--- src/sv/mpfd_ram.sv ---
// ----------------------------------------------------------------------------
// mpfd_ram
// Generic single-port-write, single-port-read RAM with registered read data.
// ----------------------------------------------------------------------------
module mpfd_ram #(
  parameter int WIDTH = 32,
  parameter int DEPTH = 20
) (
  input  logic                                   clk,
  input  logic                                   we,
  input  logic [((DEPTH > 1) ? $clog2(DEPTH) : 1)-1:0] waddr,
  input  logic [WIDTH-1:0]                       wdata,
  input  logic [((DEPTH > 1) ? $clog2(DEPTH) : 1)-1:0] raddr,
  output logic [WIDTH-1:0]                       rdata
);

  logic [WIDTH-1:0] mem [DEPTH];

  // Write port and registered read port.
  always_ff @(posedge clk) begin
    if (we) begin
      mem[waddr] <= wdata;
    end
    rdata <= mem[raddr];
  end

endmodule

--- config.mk ---
export PLATFORM = sky130hd
export DESIGN_NAME = mpfd_ram
export DESIGN_NICKNAME = d
export VERILOG_FILES = /design/src/sv/mpfd_ram.sv
export SDC_FILE = /design/constraint.sdc
export NUM_CORES = 1
export LEC_CHECK = 0
export ABC_AREA = 1
export BUFFER_PORTS_ARGS = -buffer_cell sky130_fd_sc_hd__buf_2
export CAP_MARGIN = 40
export CELL_PAD_IN_SITES_DETAIL_PLACEMENT = 0
export CELL_PAD_IN_SITES_GLOBAL_PLACEMENT = 1
export CORE_ASPECT_RATIO = 0.9
export CORE_MARGIN = 2
export CORE_UTILIZATION = 35
export CTS_BUF_LIST = sky130_fd_sc_hd__clkbuf_8
export DETAILED_ROUTE_END_ITERATION = 10
export PLACE_DENSITY = 0.69
export SLEW_MARGIN = 15
export SYNTH_ARGS = -nofsm -noshare
export SYNTH_HDL_FRONTEND = slang
export SYNTH_SLANG_ARGS = --single-unit
--- constraint.sdc ---
create_clock -name clk -period 3.65 [get_ports clk]
set_input_delay 1.095 -clock clk [delete_from_list [all_inputs] [get_ports clk]]
set_output_delay 1.095 -clock clk [all_outputs]
set_load 0.03 [all_outputs]
==> results.json <==
{
  "relSlewSlack_pct": 36.2,
  "fmax_ghz": 0.414,
  "skew_ps": 25.1,
  "cp-end-kind": "output pin",
  "cts-buffers-inserted": 110,
  "wl_mm": 65.2,
  "post-cts-setup-buffer-count": 0,
  "ioPinCount": 76,
  "max_cap_viol_count": 0,
  "worst_pin_slew_ps": 957,
  "synth_xor_area_share_pct": 0,
  "syn-cell-area_um2": 26600,
  "final_common_cell": "nand2_1",
  "critical_path.cell_chain": "buf_2",
  "fp-row-count": 95,
  "final_core_util_pct": 40.2,
  "die_width_um": 295,
  "nFillCells": 7022,
  "area_delta_synth_final_pct": 13.1,
  "layout_min_cycle_time_ps": 2420,
  "clk_pin_slew_ps": 60,
  "min-delay-start": "mem[16][20]",
  "yosysUniqueCellTypes": 19,
  "r2r_end": "rdata[28]",
  "worstPathArrival_ps": 1320,
  "gr-total-overflow": 0,
  "clk_latency_ps": 710,
  "root_buffer": "clkbuf_8",
  "cts_tree": "yes",
  "synth_adder_area_share_pct": 0,
  "synth.area.top_cells": "edfxtp_1, nand2_1, nand3_1",
  "syn-num-nets": 2200,
  "postRouteAntennaNets": 0,
  "yosysSeqAreaShare_pct": 74.7,
  "most-common-layout-cells": "nand2_1, edfxtp_1, nand3_1, clkbuf_8, buf_2",
  "grt_pass1_wl_mm": 99.4,
  "reg2reg_slack_ps": 2490,
  "synth_area_leader_cell": "edfxtp_1",
  "synth_top_family_by_area": "simple AND/OR/NAND/NOR gates",
  "leakage_nw": 11.0,
  "synth_simple_gate_area_share_pct": 19.4,
  "grt_use_total_pct": 16.7,
  "die_area_um2": 78200,
  "synthMuxAreaShare_pct": 0,
  "worst_hold_path_type": "reg2reg",
  "path_max_fanout": 1,
  "ys_ff_latch": 672,
  "cts_buffer_depth": 3,
  "hold_end": "rdata[20]",
  "synth-compound-area-share_pct": 1.96,
  "antenna_found_initial": 0,
  "dp_hpwl_mm": 33.5,
  "nNetsFinal": 2307,
  "drtIter0Drc": 1328,
  "vias_per_cell": 5.00,
  "startpoint_type": "register",
  "outcome": "finished, final reports clean",
  "initial_core_util_pct": 35.5,
  "setup_violations": 0,
  "cp_slowest_cell": "dfxtp_1",
  "vias": 16641,
  "cts.sinks": 672,
  "synth_top_area_share_pct": 72.3,
  "min_period_over_period_pct": 66.2,
  "ctsResizeCount": 0,
  "dieHeight_um": 265,
  "wl_per_cell_um": 19.6,
  "hold_path_depth": 4,
  "core_area_um2": 74900,
  "ff2ff_path_depth": 8,
  "p_per_area_nw_per_um2": 529,
  "grt_pass1_vias": 16629,
  "syn_area_per_cell_um2": 12.3,
  "antenna_cells": 0,
  "crit_buf_inv": 1,
  "drive_gt1_share_pct": 12.7,
  "cp.required_ps": 2550,
  "holdBufCountCts": 0,
  "grt_max_degree": 161,
  "place.gp.congestion": 0.743,
  "hold_violations": 0,
  "worstSetupPathType": "reg2out",
  "slew_viol_final": 0,
  "portBuffers": 75,
  "ir_worst_vdd_mv": 0.242,
  "slowest_delay_ps": 390,
  "crit_family": "flip-flops",
  "rsz0062_at_grt": "false",
  "syn-instance-count": 2156,
  "htreeDepth": 3,
  "first_pass_iters": 5,
  "fin_setup_tns_ps": 0,
  "drc_errors": 0,
  "yosys_warnings": 0,
  "r2r_start": "mem[0][28]"
}
kinds of logic (layout without fill, tap and decap cells):
| kind of cell | count (synthesis) | after routing |
|---|---|---|
| buffers and inverters | 143 | 347 |
| flip-flops | 672 | 672 |
| AO/OA/AOI/OAI | 96 | 96 |
| AND/OR/NAND/NOR | 1245 | 1245 |
cells in the mapped netlist:
| cell type | number |
|---|---|
| buf_1 | 6 |
| buf_12 | 2 |
| buf_2 | 43 |
| buf_4 | 8 |
| buf_6 | 50 |
| buf_8 | 1 |
| clkbuf_1 | 23 |
| dfxtp_1 | 32 |
| edfxtp_1 | 640 |
| inv_1 | 7 |
| inv_2 | 1 |
| inv_4 | 1 |
| inv_6 | 1 |
| nand2_1 | 768 |
| nand3_1 | 393 |
| nor2_1 | 84 |
| o21ai_0 | 56 |
| o21ai_1 | 8 |
| o22ai_1 | 32 |
layer usage:
metal / wire length, um / vias to the layer above / part of all wire [%] / GRT usage, %
li1: - / 7814 / - / -
met1: 29900 / 8292 / 46 / 22.8
met2: 30400 / 444 / 47 / 26.9
met3: 3690 / 91 / 5.7 / 3.31
met4: 1190 / 0 / 1.8 / 4.91
met5: 0 / - / 0 / 0
area by class of cell:
cell class / count / area [um2] / share of cell area, %
clock inverter: 88 / 489 / 1.63
clock buffer: 121 / 1670 / 5.54
tap: 970 / 1210 / 4.03
inverter: 10 / 47.5 / 0.158
sequential: 672 / 19900 / 66.0
timing repair buffer: 128 / 972 / 3.23
multi-input combinational: 1341 / 5840 / 19.4
where the power goes:
group | leakage, nW | switching (mW) | internal [mW]
Clock | 1.26 | 2.98 | 3.34
Combinational | 3.70 | 0.731 | 0.260
Sequential | 6.03 | 0.0356 | 8.57
Total | 11.0 | 3.75 | 12.2
through the flow:
stage               cell area [um2]  std cells  worst slack (ps)  hold slack (ps)  total power [mW]
floorplan                     26600       2156               540              577              9.41
global placement              27900       3120               887              601              9.75
detailed placement            27900       3121               874              607              9.77
CTS                           30100       3330              1110              617              16.1
global route                  30100       3330              1150              660              16.5
finish                        30100       3330              1230              610              15.9
flip-flops by register name, indices dropped and copies added, names as in the netlist:
register  count
mem         640
rdata        32
worst max-delay path by stage:
stage,cells after the start,slack [ps],start,end
final,1,1230,rdata[30],rdata[30]
after floorplan,3,540,waddr[4],mem[13][0]
after CTS,1,1110,rdata[30],rdata[30]
after global routing,1,1150,rdata[30],rdata[30]
after detailed placement,5,870,waddr[0],mem[6][28]
after global placement,8,890,raddr[2],rdata[6]
No activity file was read; power rests on OpenSTA's default activity.
