<file path="config.mk">
export PLATFORM = sky130hd
export DESIGN_NAME = mpfd_isqrt
export DESIGN_NICKNAME = d
export VERILOG_FILES = /design/src/sv/mpfd_pkg.sv /design/src/sv/mpfd_isqrt.sv
export SDC_FILE = /design/constraint.sdc
export NUM_CORES = 1
export LEC_CHECK = 0
export BUFFER_PORTS_ARGS = -buffer_cell sky130_fd_sc_hd__clkbuf_2
export CORE_MARGIN = 2
export CORE_UTILIZATION = 35
export CTS_CLUSTER_DIAMETER = 80
export DETAILED_ROUTE_END_ITERATION = 10
export PLACE_DENSITY = 0.52
export RECOVER_POWER = 100
export SLEW_MARGIN = 20
export SYNTH_ARGS = -nofsm -noshare
export SYNTH_HDL_FRONTEND = slang
export SYNTH_SLANG_ARGS = --single-unit
</file>
<file path="constraint.sdc">
create_clock -name clk -period 10.5 [get_ports clk]
set_input_delay 1.05 -clock clk [delete_from_list [all_inputs] [get_ports clk]]
set_output_delay 1.05 -clock clk [all_outputs]
set_load 0.05 [all_outputs]
</file>
<file path="src/sv/mpfd_pkg.sv">
// ----------------------------------------------------------------------------
// mpfd_pkg
// Shared constants, types and codes of the motion, presence and fall detector.
// ----------------------------------------------------------------------------
package mpfd_pkg;

  // Phase window and the fill needed before motion energy is computed.
  localparam int WINDOW   = 20;
  localparam int MIN_FILL = 10;
  localparam int FALL_MIN = (WINDOW < 3) ? WINDOW : 3;

  // Derived widths.
  localparam int PTR_W = (WINDOW > 1) ? $clog2(WINDOW) : 1;
  localparam int NUM_W = $clog2(WINDOW + 1);
  localparam int IDX_W = PTR_W + 1;
  localparam int SUM_W = 32 + PTR_W;

  // Shared divider and square root widths.
  localparam int DVD_W     = 64;
  localparam int DSR_W     = 16;
  localparam int DIV_CNT_W = 7;
  localparam int SQRT_CNT_W = 6;

  // Fixed thresholds in Q16.16.
  localparam logic [31:0] DEFAULT_THRESHOLD = 32'd3277;
  localparam logic [31:0] THRESHOLD_FLOOR   = 32'd655;
  localparam logic [31:0] SIGMA_FALLBACK    = 32'd66;

  // Configuration register indexes.
  typedef enum logic [2:0] {
    REG_PRESENCE_THR,
    REG_FALL_THR,
    REG_CALIB_FRAMES,
    REG_SIGMA_MULT,
    REG_COOLDOWN,
    REG_MIN_CONSEC
  } cfg_reg_t;

  // Frame sequencer states.
  typedef enum logic [4:0] {
    ST_IDLE,
    ST_PREP,
    ST_S1_RD,
    ST_S1_ACC,
    ST_DIV1_GO,
    ST_DIV1_WAIT,
    ST_S2_RD,
    ST_S2_DIF,
    ST_S2_MUL,
    ST_S2_ACC,
    ST_DIV2_GO,
    ST_DIV2_WAIT,
    ST_ENERGY,
    ST_LEARN,
    ST_L_MUL,
    ST_L_ACC,
    ST_LM_GO,
    ST_LM_WAIT,
    ST_LE_GO,
    ST_LE_WAIT,
    ST_L_VAR,
    ST_SQRT_GO,
    ST_SQRT_WAIT,
    ST_L_SMUL,
    ST_L_THR,
    ST_FALL,
    ST_OUT
  } state_t;

  // Divider request and response.
  typedef struct packed {
    logic             start;
    logic [DVD_W-1:0] dividend;
    logic [DSR_W-1:0] divisor;
  } div_req_t;

  typedef struct packed {
    logic             done;
    logic [DVD_W-1:0] quotient;
    logic [DSR_W-1:0] remainder;
  } div_rsp_t;

  // Square root request and response.
  typedef struct packed {
    logic        start;
    logic [63:0] radicand;
  } sqrt_req_t;

  typedef struct packed {
    logic        done;
    logic [31:0] root;
  } sqrt_rsp_t;

endpackage

</file>
<file path="src/sv/mpfd_isqrt.sv">
// ----------------------------------------------------------------------------
// mpfd_isqrt
// Iterative integer square root of a 64-bit value, one result bit per cycle.
// ----------------------------------------------------------------------------
module mpfd_isqrt (
  input  logic                clk,
  input  logic                rst,
  input  mpfd_pkg::sqrt_req_t  req,
  output mpfd_pkg::sqrt_rsp_t  rsp
);
  import mpfd_pkg::*;

  logic [63:0]           x;
  logic [63:0]           res;
  logic [63:0]           bitv;
  logic [SQRT_CNT_W-1:0] cnt;
  logic                  busy;
  logic                  done;
  logic [63:0]           trial;

  assign trial = res + bitv;

  // Control: 32 steps, then a one-cycle done pulse.
  always_ff @(posedge clk) begin
    if (rst) begin
      busy <= 1'b0;
      done <= 1'b0;
      cnt  <= '0;
    end else begin
      done <= 1'b0;
      if (req.start) begin
        busy <= 1'b1;
        cnt  <= SQRT_CNT_W'(32);
      end else if (busy) begin
        cnt <= cnt - 1'b1;
        if (cnt == SQRT_CNT_W'(1)) begin
          busy <= 1'b0;
          done <= 1'b1;
        end
      end
    end
  end

  // One digit step of the classic shift-and-subtract root.
  always_ff @(posedge clk) begin
    if (req.start) begin
      x    <= req.radicand;
      res  <= '0;
      bitv <= 64'h4000_0000_0000_0000;
    end else if (busy) begin
      if (x >= trial) begin
        x   <= x - trial;
        res <= (res >> 1) + bitv;
      end else begin
        res <= res >> 1;
      end
      bitv <= bitv >> 2;
    end
  end

  assign rsp.done = done;
  assign rsp.root = res[31:0];

endmodule

</file>
==> flow_metrics.py <==
metrics = {
    "run_status": {
        "outcome": "finished, violations left",
        "violations": "max-capacitance violations, max-slew violations",
    },
    "setup_path": {
        "critPathArrivalTime_ns": 8.76,
        "critical_path_peak_fanout": 43,
        "path_class": "reg2reg",
        "cp.required_ns": 10.87,
        "end_kind": "flop",
        "start_kind": "flop",
    },
    "timing": {
        "setup_ws_ns": 2.11,
        "fin_tns_setup_ns": 0,
        "finalCritPeriodShare": 0.799,
        "max_slew_margin": -1.71,
        "worst_slew_pin_slew_ns": 4.06,
        "setup_violations": 0,
        "drv_slew": 304,
        "min_period_ns": 8.39,
        "hold_slack_ns": 0.508,
        "fmax_ghz": 0.119,
        "rsz0062_at_grt": "no",
        "finalHoldViolCount": 0,
        "skew_ns": 0.0176,
    },
    "final_layout": {
        "drive_gt1_frac": 0.0882,
        "area_delta_synth_final_pct": 7.21,
        "diodes": 0,
        "multiInputGateArea_sq_um": 10800,
        "fillers": 4684,
        "nets": 2159,
        "fin_util": 0.380,
        "final_cells": 2564,
        "seqCellArea_sq_um": 4010,
    },
    "synth": {
        "syn_nets": 2170,
        "avgSynthCellArea_sq_um": 7.98,
        "synth_seq_cells": 168,
        "async_flop_share": 0,
        "synth_area_sq_um": 15700,
        "synth_edf_count": 64,
        "synth_top_cell_area_share": 0.132,
        "synth.largest_area_cell": "dfxtp_1",
        "ys_types": 94,
        "yosysSeqAreaShare": 0.255,
        "synth_ff_type": "dfxtp_1",
        "yosysWarnings": 0,
        "synth_cells": 1970,
        "yosys-top-cells-area": "dfxtp_1, edfxtp_1, ha_1, nand2_1, o21ai_0",
    },
    "clock_tree": {
        "cts_tree": "built",
        "max-clock-path-buffers": 2,
        "insertion_delay_ns": 0.50,
        "clk_pin_slew_ns": 0.07,
        "cts_resized": 0,
        "root_buffer": "clkbuf_16",
        "clock-sinks": 168,
        "postCtsSetupBuffers": 0,
        "htree_levels": 4,
        "ctsHoldBuffers": 0,
        "cts_buffers": 17,
    },
    "grt": {
        "grt_pass1_vias": 14200,
        "grt_usage": 0.213,
        "gr-total-overflow": 0,
        "antenna_found_initial": 0,
        "grt_pass1_wl_um": 78600,
        "grt_max_degree": 90,
    },
    "floorplan": {
        "initial_core_util": 0.355,
        "coreArea_sq_um": 44300,
        "die_h_um": 216,
        "ioPinCount": 100,
        "rows": 77,
        "die_w_um": 216,
        "dieArea_sq_um": 46600,
    },
    "power": {
        "sw_frac_of_total": 0.469,
        "p_seq_frac": 0.258,
        "clkPwrFrac": 0.175,
        "internal_power_w": 0.00206,
        "power.share.combinational": 0.568,
        "switchingPower_w": 0.00182,
        "p_leak_nw": 6.36,
        "ir_drop_v": 0.000113,
        "p_per_area_nw_per_um2": 230,
    },
    "place": {
        "preCtsSetupSlack_ns": 3.48,
        "io_buffers": 99,
        "hpwl_um": 37500,
        "place_inst": 2532,
        "gp_congestion": 0.944,
    },
    "job": {
        "max_cap_viol_count": 6,
    },
    "drt": {
        "wirelength_um": 49500,
        "drcViolationCount": 0,
        "detail-route-antenna-nets": 0,
        "wl_per_cell_um": 19.3,
        "via_count": 14600,
        "drt_iter0_drc": 979,
        "first_pass_iters": 5,
        "viasPerCell": 5.70,
    },
    "min_path": {
        "min_path_type": "reg2reg",
    },
}
[power groups by stage]
stage	Clock [W]	Sequential, W	Combinational [W]
floorplan	0	0.000948	0.00172
global placement	0	0.00101	0.00217
detailed placement	0	0.00101	0.00218
CTS	0.000700	0.000996	0.00219
global route	0.000722	0.00102	0.00243
finish	0.000677	0.000997	0.00220
[critical path: stages, from the launching register on]
cell and delay, ns:
dfxtp_1 0.33, ha_1 0.23, ha_1 0.23, a211oi_1 0.30
o31ai_1 0.21, a221oi_1 0.57, a21oi_1 0.25, o21ai_0 0.42
a21oi_1 0.22, o21ai_0 0.25, xor2_1 0.15, ha_1 0.41
nand2_1 0.13, nor2_1 0.27, nand2_1 0.21, nor4_1 0.62
a21oi_1 0.23, a21oi_4 0.19, buf_4 0.45, or2_1 0.17
clkbuf_1 1.56, o311ai_0 0.47, a311oi_1 0.36
[cells by family after synthesis]
kind of cell               count (synthesis)  share of synthesized area
adders and majority gates                133                      0.106
buffers and inverters                    188                     0.0570
AOI/OAI and AO/OA                        670                      0.286
DFF                                      168                      0.255
muxes                                     48                     0.0311
and+or+nand+nor                          612                      0.181
xor gates and xnor gates                 151                     0.0841
[cell type report]
class                      count  share of cell area
clock buffer                  26              0.0341
clock inverter                 6             0.00267
inverter                      47              0.0105
multi-input combinational   1614               0.640
sequential                   168               0.238
tap                          592              0.0439
timing repair buffer         111              0.0309
[cell usage after synthesis, drive strengths merged (11+ instances only)]
master,instances
a211oi,46
a21o,49
a21oi,130
a221oi,13
a311oi,23
a31o,22
a31oi,60
and2,11
and3,20
buf,71
clkbuf,68
dfxtp,104
edfxtp,64
ha,132
inv,47
mux2i,41
nand2,220
nand3,30
nand4,45
nor2,177
nor2b,18
nor3,29
nor4,13
o211ai,19
o21a,16
o21ai,170
o21bai,35
o22ai,19
o31ai,11
or2,11
or3,18
xnor2,68
xor2,83
[state kept, by name, summed over array words and instances (netlist names)]
name	count
bitv	32
cnt	6
res	64
x	64
done	1
busy	1
[through the flow]
stage	power, W	cell area, sq um
after floorplan	0.00267	15700
after global placement	0.00319	16300
after detailed placement	0.00319	16300
after CTS	0.00389	17000
after global routing	0.00417	16900
final	0.00387	16900
[worst paths after layout]
| path | startpoint | endpoint | slack, ns | cells after the start |
|---|---|---|---|---|
| worst max-delay path | res[0]$_SDFFE_PP0P_ | res[6]$_SDFFE_PP0P_ | 2.11 | 22 |
| worst min-delay path | res[0]$_SDFFE_PP0P_ | res[0]$_SDFFE_PP0P_ | 0.51 | 2 |
| worst max register to register | res[0]$_SDFFE_PP0P_ | res[6]$_SDFFE_PP0P_ | 2.11 | 22 |
| worst min register to register | res[0]$_SDFFE_PP0P_ | res[0]$_SDFFE_PP0P_ | 0.51 | 2 |
[layout by cell type, fill, tap and decap left out, types with 6 or more instances in the layout]
cell / netlist / layout
o31a_1: 7 / 7
a31oi_1: 55 / 55
mux2i_1: 41 / 41
buf_4: 35 / 6
a21o_1: 48 / 48
o22ai_1: 19 / 19
o21ai_0: 160 / 163
clkbuf_1: 68 / 42
nor4_1: 9 / 10
clkbuf_16: 0 / 21
o21a_1: 16 / 16
o21bai_1: 35 / 35
o211ai_1: 18 / 18
xnor2_1: 68 / 68
and2_1: 10 / 9
ha_1: 132 / 132
nor2_1: 174 / 176
or3_1: 18 / 18
a221oi_1: 12 / 13
clkbuf_2: 0 / 65
nor2b_1: 18 / 18
edfxtp_1: 64 / 64
nand4_1: 45 / 45
a31o_2: 21 / 21
and3_1: 20 / 20
o31ai_1: 10 / 10
a21oi_1: 126 / 128
mux2_2: 6 / 6
nand2_1: 220 / 220
xor2_1: 83 / 83
dfxtp_1: 104 / 103
a311oi_1: 21 / 21
nor3_1: 28 / 28
nand3_1: 29 / 29
or2_2: 10 / 10
a211oi_1: 43 / 43
nand2b_1: 6 / 6
a21boi_0: 6 / 6
inv_1: 47 / 47
[metal layers]
layer	routed length, um	GRT usage
met2	22600	0.344
met3	2150	0.0351
met4	1000	0.0607
met1	23800	0.290
met5	0	0
Note: power is estimated with default switching activity, not from simulation.
