### config.mk
export PLATFORM = sky130hd
export DESIGN_NAME = mpfd_div
export DESIGN_NICKNAME = d
export VERILOG_FILES = /design/src/sv/mpfd_pkg.sv /design/src/sv/mpfd_div.sv
export SDC_FILE = /design/constraint.sdc
export NUM_CORES = 1
export LEC_CHECK = 0
export BUFFER_PORTS_ARGS = -buffer_cell sky130_fd_sc_hd__buf_2
export CAP_MARGIN = 0
export CORE_MARGIN = 3
export CORE_UTILIZATION = 25
export DETAILED_ROUTE_END_ITERATION = 6
export PLACE_DENSITY_LB_ADDON = 0.15
export REMOVE_ABC_BUFFERS = 1
export SYNTH_ARGS = -nofsm -noshare
export SYNTH_HDL_FRONTEND = slang
export SYNTH_SLANG_ARGS = --single-unit
### constraint.sdc
create_clock -name clk -period 3.15 [get_ports clk]
set_input_delay 0.63 -clock clk [delete_from_list [all_inputs] [get_ports clk]]
set_output_delay 0.63 -clock clk [all_outputs]
set_load 0.01 [all_outputs]
### src/sv/mpfd_pkg.sv
// ----------------------------------------------------------------------------
// mpfd_pkg
// Shared constants, types and codes of the motion, presence and fall detector.
// ----------------------------------------------------------------------------
package mpfd_pkg;

  // Phase window and the fill needed before motion energy is computed.
  localparam int WINDOW   = 20;
  localparam int MIN_FILL = 10;
  localparam int FALL_MIN = (WINDOW < 3) ? WINDOW : 3;

  // Derived widths.
  localparam int PTR_W = (WINDOW > 1) ? $clog2(WINDOW) : 1;
  localparam int NUM_W = $clog2(WINDOW + 1);
  localparam int IDX_W = PTR_W + 1;
  localparam int SUM_W = 32 + PTR_W;

  // Shared divider and square root widths.
  localparam int DVD_W     = 64;
  localparam int DSR_W     = 16;
  localparam int DIV_CNT_W = 7;
  localparam int SQRT_CNT_W = 6;

  // Fixed thresholds in Q16.16.
  localparam logic [31:0] DEFAULT_THRESHOLD = 32'd3277;
  localparam logic [31:0] THRESHOLD_FLOOR   = 32'd655;
  localparam logic [31:0] SIGMA_FALLBACK    = 32'd66;

  // Configuration register indexes.
  typedef enum logic [2:0] {
    REG_PRESENCE_THR,
    REG_FALL_THR,
    REG_CALIB_FRAMES,
    REG_SIGMA_MULT,
    REG_COOLDOWN,
    REG_MIN_CONSEC
  } cfg_reg_t;

  // Frame sequencer states.
  typedef enum logic [4:0] {
    ST_IDLE,
    ST_PREP,
    ST_S1_RD,
    ST_S1_ACC,
    ST_DIV1_GO,
    ST_DIV1_WAIT,
    ST_S2_RD,
    ST_S2_DIF,
    ST_S2_MUL,
    ST_S2_ACC,
    ST_DIV2_GO,
    ST_DIV2_WAIT,
    ST_ENERGY,
    ST_LEARN,
    ST_L_MUL,
    ST_L_ACC,
    ST_LM_GO,
    ST_LM_WAIT,
    ST_LE_GO,
    ST_LE_WAIT,
    ST_L_VAR,
    ST_SQRT_GO,
    ST_SQRT_WAIT,
    ST_L_SMUL,
    ST_L_THR,
    ST_FALL,
    ST_OUT
  } state_t;

  // Divider request and response.
  typedef struct packed {
    logic             start;
    logic [DVD_W-1:0] dividend;
    logic [DSR_W-1:0] divisor;
  } div_req_t;

  typedef struct packed {
    logic             done;
    logic [DVD_W-1:0] quotient;
    logic [DSR_W-1:0] remainder;
  } div_rsp_t;

  // Square root request and response.
  typedef struct packed {
    logic        start;
    logic [63:0] radicand;
  } sqrt_req_t;

  typedef struct packed {
    logic        done;
    logic [31:0] root;
  } sqrt_rsp_t;

endpackage

### src/sv/mpfd_div.sv
// ----------------------------------------------------------------------------
// mpfd_div
// Bit-serial restoring divider, one quotient bit per cycle.
// ----------------------------------------------------------------------------
module mpfd_div (
  input  logic              clk,
  input  logic              rst,
  input  mpfd_pkg::div_req_t req,
  output mpfd_pkg::div_rsp_t rsp
);
  import mpfd_pkg::*;

  logic [DVD_W-1:0]     dvd;
  logic [DSR_W-1:0]     dsr;
  logic [DSR_W-1:0]     rem;
  logic [DIV_CNT_W-1:0] cnt;
  logic                 busy;
  logic                 done;
  logic [DSR_W:0]       rem_sh;
  logic                 fits;

  // Shift the next dividend bit into the partial remainder and trial subtract.
  assign rem_sh = {rem, dvd[DVD_W-1]};
  assign fits   = (rem_sh >= {1'b0, dsr});

  // Control: busy while the quotient bits are formed, then a one-cycle done pulse.
  always_ff @(posedge clk) begin
    if (rst) begin
      busy <= 1'b0;
      done <= 1'b0;
      cnt  <= '0;
    end else begin
      done <= 1'b0;
      if (req.start) begin
        busy <= 1'b1;
        cnt  <= DIV_CNT_W'(DVD_W);
      end else if (busy) begin
        cnt <= cnt - 1'b1;
        if (cnt == DIV_CNT_W'(1)) begin
          busy <= 1'b0;
          done <= 1'b1;
        end
      end
    end
  end

  // Datapath: quotient bits replace dividend bits from the bottom.
  always_ff @(posedge clk) begin
    if (req.start) begin
      dvd <= req.dividend;
      dsr <= req.divisor;
      rem <= '0;
    end else if (busy) begin
      dvd <= {dvd[DVD_W-2:0], fits};
      rem <= fits ? DSR_W'(rem_sh - {1'b0, dsr}) : rem_sh[DSR_W-1:0];
    end
  end

  assign rsp.done      = done;
  assign rsp.quotient  = dvd;
  assign rsp.remainder = rem;

endmodule

==> results.ini, run 1 <==
[worst_setup_path]
slowest_stage=nor2_4
worstPathArrival_ps=3040
startpoint_type=register
max_stage_delay_ps=550
path_cells=inv_1 -> ha_1 -> nand4_1 -> o41ai_2 -> a2111oi_4 -> nor2_4 -> mux2_2 -> o21ai_1
end_kind=register
critPathMaxFanout=19
cp_data_required_time_ps=3440
crit_type=register to register

[floorplanning]
rows=51
die-area_um2=22300
die_w_um=149
core_region_area_um2=19800
fp.dieH_um=149
ios=164
start_util=0.259

[power_and_ir_drop]
p_seq_frac=0.493
ir_worst_vdd_uv=238
switchingPower_w=0.000981
p_int_w=0.00249
power_frac_comb=0.180
swShare=0.283
clkPwrFrac=0.326
powerDensity_nw_per_um2=529
p_total_w=0.00347
cellLeakagePower_nw=2.72

[layout]
drive_gt1_frac=0.449
syn_to_final_growth_pct=27.4
fillCellCount=2033
final_area_um2=6550
finalNetCount=670
diodes=0

[global_routing]
grt_pass1_wl_mm=20.8
grt-ovfl-total=0
antenna_found_initial=2
gr-usage-all-layers=0.120
grt_max_degree=99
grt_pass1_vias=3886

[run]
drv_cap=0

[sta]
period_needed_ps=2760
rsz0062_at_grt=false
fmax_mhz=362
fin_ws_ps=390
max_slew_margin=0.425
setup_viol=0
drv_slew=0
hold_viol_final=0
period_share=0.876
worst_slew_pin_slew_ps=862
tns_ps=0
worst_clock_skew_ps=12.3

[route]
wl_per_cell_um=15.7
first_pass_iters=4
routed-via-count=3664
drt_wl_total_mm=13.2
ant_nets=0
viasPerCell=4.38
drt_iter0_drc=149
drc=0

[cts]
htreeDepth=3
ctsResizeCount=0
path_clk_slew_ps=80
cts_root_buf=clkbuf_16
cts_buffer_depth=2
cts.sinks=105
clk-insertion-delay-late_ps=370
post_cts_buffers=0
postCtsHoldBufs=0
cts-buffers-inserted=9
cts_tree=done

[logic_synthesis]
synth_area_um2=5140
synth.largest_area_cell=edfxtp_1
synth.area.top_cells=edfxtp_1 (47%), mux2_2 (14%), dfxtp_1 (9.7%), ha_1 (4.4%), nor2_1 (2.6%)
ys_seq_area_frac=0.564
synth_most_common_cell=edfxtp_1
yosysWarnings=0
ys_types=51
synth_common_cells=edfxtp_1 (80), mux2_2 (64), nor2_1 (36)
synthArstFlopShare=0
synth-edff-count=80
syn_inst=406
ys_ff_latch=105
syn_avg_cell_area_um2=12.7
synthFlopType=edfxtp_1
synth_top_area_share=0.467

[placement]
hpwlAfterDp_mm=9.44
place_ws_ps=410
gp_congestion=0.763
io_buffers=163
place_area_um2=6260

[status]
status=complete, no violations

[min_path]
hp-class=input pin to register

sequential cells by signal, indices dropped and copies added (netlist names):
signal	flops
dvd	64
dsr	16
rem	16
cnt	7
busy	1
done	1
metrics by stage:
stage | instances | utilization | hold slack (ps)
CTS | 837 | 0.330 | 418
detailed placement | 822 | 0.316 | 497
global route | 837 | 0.330 | 414
global placement | 822 | 0.316 | 487
floorplan | 390 | - | 469
finish | 837 | 0.330 | 440
per-layer routing:
metal | track usage | routed length [um]
met5 | 0 | 27
met4 | 0.0357 | 176
met3 | 0.0591 | 1300
met2 | 0.195 | 6100
met1 | 0.140 | 5550
worst max-delay path: cells and delay by family, from the launching register on:
kind                       cells  cell delay, ps
and+or+nand+nor                2             790
AOI/OAI and AO/OA              3             750
muxes                          1             400
adders and majority gates      1             370
DFF                            1             330
buffers and inverters          1              40
layout by cell type, fill, tap and decap left out, types with 3 or more instances in the layout:
cell	instances
a211oi_1	8
a21o_1	5
a21oi_1	13
buf_2	162
buf_4	4
clkbuf_16	9
dfxtp_1	25
edfxtp_1	80
ha_1	18
inv_1	24
mux2_2	64
mux2i_1	9
nand2_1	26
nand3_1	6
nor2_1	36
nor3_1	3
o21ai_0	16
xnor2_1	11
xor2_1	6
area by class of cell:
type / instances / area [um^2] / share of cell area
clock inverter: 6 / 62.6 / 0.00955
sequential: 105 / 2900 / 0.443
clock buffer: 9 / 225 / 0.0344
timing repair buffer: 167 / 861 / 0.131
tap: 265 / 332 / 0.0506
multi-input combinational: 260 / 2070 / 0.317
inverter: 25 / 93.8 / 0.0143
cells by family after synthesis:
logic type,count (synthesis),share of synthesized area
DFF,105,0.564
and+or+nand+nor,84,0.0715
muxes,73,0.158
AOI/OAI and AO/OA,67,0.0973
buffers and inverters,41,0.0324
adders and majority gates,19,0.0477
xor gates and xnor gates,17,0.0290
power by group through the flow:
stage	Combinational [W]	Sequential [W]	Clock (W)
2_1_floorplan	0.000320	0.00179	0
3_3_place_gp	0.000634	0.00174	0
4_1_cts	0.000638	0.00172	0.00118
3_5_place_dp	0.000635	0.00174	0
5_1_grt	0.000698	0.00173	0.00123
6_report	0.000625	0.00171	0.00113
path summary, 6_finish.rpt:
path / endpoint / slack, ps / cells past startpoint / start
max: rem[1]$_SDFFE_PP0P_ / 390 / 8 / dsr[8]$_DFFE_PP_
min: dsr[2]$_DFFE_PP_ / 440 / 1 / req[2]
max reg2reg: rem[1]$_SDFFE_PP0P_ / 390 / 8 / dsr[8]$_DFFE_PP_
min reg2reg: rem[8]$_SDFFE_PP0P_ / 500 / 2 / rem[8]$_SDFFE_PP0P_
Note: power is estimated with default switching activity, not from simulation.
==> inputs of run 2 (changes only) <==
--- a/config.mk
+++ b/config.mk
@@ -5,12 +5,11 @@
 export SDC_FILE = /design/constraint.sdc
 export NUM_CORES = 1
 export LEC_CHECK = 0
-export BUFFER_PORTS_ARGS = -buffer_cell sky130_fd_sc_hd__buf_2
-export CAP_MARGIN = 0
 export CORE_MARGIN = 3
 export CORE_UTILIZATION = 25
 export DETAILED_ROUTE_END_ITERATION = 6
-export PLACE_DENSITY_LB_ADDON = 0.15
+export DONT_BUFFER_PORTS = 1
+export PLACE_DENSITY_LB_ADDON = 0.12
 export REMOVE_ABC_BUFFERS = 1
 export SYNTH_ARGS = -nofsm -noshare
 export SYNTH_HDL_FRONTEND = slang
==> run 2 against run 1 <==
  * Via count shrank 16%
  * Utilization shrank 4.1 points
  * Hold slack lost 110 ps
  * Die area is the same
  * Sequential cell count is the same
  * Critical path depth shrank 1
  * Cell area shrank 12%
  * Global-route usage shrank 0.85 points
  * Clock skew shrank 3.8 ps
  * Largest power group unchanged
==> results.ini, run 2 (synthesis results as in run 1) <==
[floorplanning]
rows=51
ios=164
die_w_um=149
core_region_area_um2=19800
fp.dieH_um=149
die-area_um2=22300
start_util=0.259

[layout]
layout_common_cells=edfxtp_1 (80), mux2_2 (64), nor2_1 (36)
syn_to_final_growth_pct=11.6
final_area_um2=5740
largest_reg_flops=64
layoutNonFillerInstCount=676
drive_gt1_frac=0.231
regMostFlops=dvd
diodes=0
top_regs=dvd (64), dsr (16), rem (16)
final_common_cell=edfxtp_1
finalNetCount=508

[cts]
cts-buffers-inserted=9
ctsResizeCount=0
cts_root_buf=clkbuf_16
htreeDepth=3
cts_tree=done
post_cts_buffers=0
postCtsHoldBufs=0
cts.sinks=105
clk-insertion-delay-late_ps=350
path_clk_slew_ps=80
cts_buffer_depth=2

[worst_setup_path]
end_kind=register
cp_num_buf_inv=0
cp_data_required_time_ps=3440
startpoint_type=register
path_cells=ha_1 -> nand4_1 -> o41ai_2 -> a2111oi_4 -> nor2_4 -> mux2_2 -> o21ai_1
crit_type=register to register
worstPathArrival_ps=3040
max_stage_delay_ps=560
slowest_stage=nor2_4
crit_family=simple AND/OR/NAND/NOR gates
critPathMaxFanout=19

[sta]
max_slew_margin=0.565
fmax_mhz=363
worst_slew_pin_slew_ps=637
hold_viol_final=0
drv_slew=0
timing.hold.ws_ps=332
setup_viol=0
period_share=0.874
worst_clock_skew_ps=8.52
period_needed_ps=2750
rsz0062_at_grt=false
tns_ps=0

[global_routing]
antenna_found_initial=2
grt_pass1_wl_mm=19.3
grt_max_degree=100
grt-ovfl-total=0
grt_pass1_vias=3414
gr-usage-all-layers=0.112

[route]
ant_nets=0
first_pass_iters=4
drt_wl_total_mm=12.4
routed-via-count=3073
viasPerCell=4.55
drc=0
wl_per_cell_um=18.3
drt_iter0_drc=115

[run]
drv_cap=0

[power_and_ir_drop]
power_frac_comb=0.121
p_int_w=0.00240
clkPwrFrac=0.340
swShare=0.277
ir_worst_vdd_uv=246
powerDensity_nw_per_um2=578
cellLeakagePower_nw=2.06
p_seq_frac=0.539
switchingPower_w=0.000920

[placement]
hpwlAfterDp_mm=8.69
io_buffers=0
placed_cells=660
gp_congestion=0.740
place_area_um2=5450

[status]
status=complete, no violations

[min_path]
hp-class=input pin to register

[run 2: area by class of cell]
type	instances	area, um^2
clock buffer	10	229
clock inverter	6	58.8
fill	2027	14100
inverter	25	93.8
multi-input combinational	260	2070
sequential	105	2900
tap	265	332
timing repair buffer	5	50.0
[run 2: worst reg2reg max path, delay by kind of cell, from the launching register on]
| family | cells | cell delay [ps] |
|---|---|---|
| multiplexers | 1 | 410 |
| adder cells (fa/ha/maj) | 1 | 410 |
| flip-flops | 1 | 380 |
| AND/OR/NAND/NOR | 2 | 780 |
| AO/OA/AOI/OAI | 3 | 710 |
[run 2: per-stage QoR]
| stage | worst slack, ps | power, W | utilization |
|---|---|---|---|
| floorplan | 403 | 0.00211 | - |
| global placement | 396 | 0.00223 | 0.275 |
| detailed placement | 368 | 0.00223 | 0.275 |
| CTS | 346 | 0.00340 | 0.289 |
| global route | 203 | 0.00352 | 0.289 |
| finish | 397 | 0.00332 | 0.289 |
[run 2: final timing paths]
| check | startpoint | end | slack [ps] | cells after the start |
|---|---|---|---|---|
| max reg2reg | rem[5]$_SDFFE_PP0P_ | rem[1]$_SDFFE_PP0P_ | 400 | 7 |
| max | rem[5]$_SDFFE_PP0P_ | rem[1]$_SDFFE_PP0P_ | 400 | 7 |
| min reg2reg | cnt[1]$_SDFFE_PP0P_ | cnt[1]$_SDFFE_PP0P_ | 510 | 2 |
| min | rst | cnt[6]$_SDFFE_PP0P_ | 330 | 1 |
[run 2: power by group through the flow]
stage / registers, W / logic (W) / clock network [W]
2_1_floorplan: 0.00179 / 0.000320 / 0
3_3_place_gp: 0.00183 / 0.000408 / 0
3_5_place_dp: 0.00182 / 0.000409 / 0
4_1_cts: 0.00179 / 0.000410 / 0.00120
5_1_grt: 0.00181 / 0.000456 / 0.00126
6_report: 0.00179 / 0.000401 / 0.00113
[run 2: layer usage]
metal,track usage,wire length (um),vias to the layer above
met5,0,20,-
met1,0.136,5170,1431
li1,-,-,1493
met2,0.169,5640,128
met3,0.0591,1320,17
met4,0.0384,204,4
==> inputs of run 3 (changes only) <==
--- a/config.mk
+++ b/config.mk
@@ -6,7 +6,7 @@
 export NUM_CORES = 1
 export LEC_CHECK = 0
 export CORE_MARGIN = 3
-export CORE_UTILIZATION = 25
+export CORE_UTILIZATION = 55
 export DETAILED_ROUTE_END_ITERATION = 6
 export DONT_BUFFER_PORTS = 1
 export PLACE_DENSITY_LB_ADDON = 0.12
==> constraint.sdc (replaced) <==
create_clock -name clk -period 3.15 [get_ports clk]
set_input_delay 0.63 -clock clk [delete_from_list [all_inputs] [get_ports clk]]
set_output_delay 0.63 -clock clk [all_outputs]
set_load 0.1 [all_outputs]
==> run 3 against run 2 <==
  * Die area shrank 53%
  * Cell area shrank 3.4%
  * Via count grew 2.1%
  * Combinational power grew 30%
  * Clock skew grew 4.8 ps
  * Wire length shrank 15%
  * Register-to-register slack is essentially flat
  * Maximum frequency grew 0.53%
  * Critical path type unchanged
  * Critical endpoint unchanged
==> results.ini, run 3 (synthesis results as in run 1) <==
[cts]
cts.sinks=105
cts_root_buf=clkbuf_8
ctsResizeCount=0
clk-insertion-delay-late_ps=370
post_cts_buffers=0
cts_tree=done
cts_buffer_depth=2
path_clk_slew_ps=100
postCtsHoldBufs=0
htreeDepth=3
cts-buffers-inserted=9

[worst_setup_path]
slowest_stage=nor2_4
crit_family=simple AND/OR/NAND/NOR gates
path_cells=inv_1 -> ha_1 -> nand4_1 -> o41ai_2 -> a2111oi_4 -> nor2_4 -> mux2_2 -> o21ai_1
max_stage_delay_ps=530
crit_type=register to register
worstPathArrival_ps=3030
cp_num_buf_inv=1
rrSetupSlack_ps=410
cp_data_required_time_ps=3440
startpoint_type=register
end_kind=register
critPathMaxFanout=19

[run]
drv_cap=0

[route]
wl_per_cell_um=19.6
first_pass_iters=4
routed-via-count=3136
drc=0
ant_nets=0
viasPerCell=5.87
drt_iter0_drc=116
drt_wl_total_mm=10.5

[sta]
rsz0062_at_grt=false
max_slew_margin=0.343
fmax_mhz=365
hold_viol_final=0
period_needed_ps=2740
worst_slew_pin_slew_ps=985
setup_viol=0
period_share=0.869
drv_slew=0
tns_ps=0
worst_clock_skew_ps=13.3

[layout]
fillCellCount=743
final_common_cell=edfxtp_1
layout_common_cells=edfxtp_1 (80), mux2_2 (64), nor2_1 (36)
top_regs=dvd (64), dsr (16), rem (16)
regMostFlops=dvd
final_core_util=0.624
multi_input_area_um2=2070
drive_gt1_frac=0.258
largest_reg_flops=64
syn_to_final_growth_pct=7.81
finalNetCount=523
diodes=0
seqCellArea_um2=2900

[placement]
gp_congestion=0.807
hpwlAfterDp_mm=7.57
io_buffers=0

[power_and_ir_drop]
p_seq_frac=0.641
p_int_w=0.00216
switchingPower_w=0.00151
ir_worst_vdd_uv=386
swShare=0.412
cellLeakagePower_nw=2.09
power_frac_comb=0.143
powerDensity_nw_per_um2=661
p_total_w=0.00366
clkPwrFrac=0.217

[global_routing]
antenna_found_initial=0
gr-usage-all-layers=0.205
grt-ovfl-total=0
grt_max_degree=100
grt_pass1_vias=3148
grt_pass1_wl_mm=16.4

[status]
status=complete, no violations

[floorplanning]
core_region_area_um2=8890
rows=34
ios=164
fp.dieH_um=103
die_w_um=103
die-area_um2=10500
start_util=0.578

[min_path]
hp-class=input pin to register

==> run 3: changes by cell type in the layout (fill, tap and decap cells not counted), sizes merged <==
cell    previous run  this run
buf                5        20
clkinv             1         4
inv               29        27
clkbuf            10         9
==> run 3: power groups by stage <==
stage               Combinational, W  Clock [W]  Sequential (W)
floorplan                   0.000321          0         0.00246
global placement            0.000514          0         0.00238
detailed placement          0.000525          0         0.00238
CTS                         0.000527   0.000821         0.00235
global route                0.000576   0.000882         0.00236
finish                      0.000523   0.000793         0.00235
==> run 3: metrics by stage <==
stage               area, um^2  cells  worst slack (ps)  hold WS [ps]
finish                    5540    534               411           326
global route              5540    534               215           298
CTS                       5540    534               406           305
detailed placement        5360    518               453           485
global placement          5360    518               537           481
floorplan                 5070    390              97.4           469
==> run 3: area by class of cell <==
class	instances	share of cell area
inverter	25	0.0169
timing repair buffer	20	0.0271
tap	108	0.0244
sequential	105	0.524
clock buffer	9	0.0223
clock inverter	7	0.0117
multi-input combinational	260	0.374
==> run 3: final timing paths <==
path	depth (start not counted)	end	start
max	8	rem[1]$_SDFFE_PP0P_	dsr[8]$_DFFE_PP_
min	1	cnt[6]$_SDFFE_PP0P_	rst
max reg2reg	8	rem[1]$_SDFFE_PP0P_	dsr[8]$_DFFE_PP_
min reg2reg	2	cnt[1]$_SDFFE_PP0P_	cnt[1]$_SDFFE_PP0P_
==> run 3: layer usage <==
layer / vias to the layer above / global-route usage / share of wire
met5: - / 0 / 0
met4: 0 / 0.0424 / 0.0079
met3: 8 / 0.101 / 0.10
met2: 126 / 0.314 / 0.49
met1: 1484 / 0.267 / 0.40
li1: 1518 / - / -
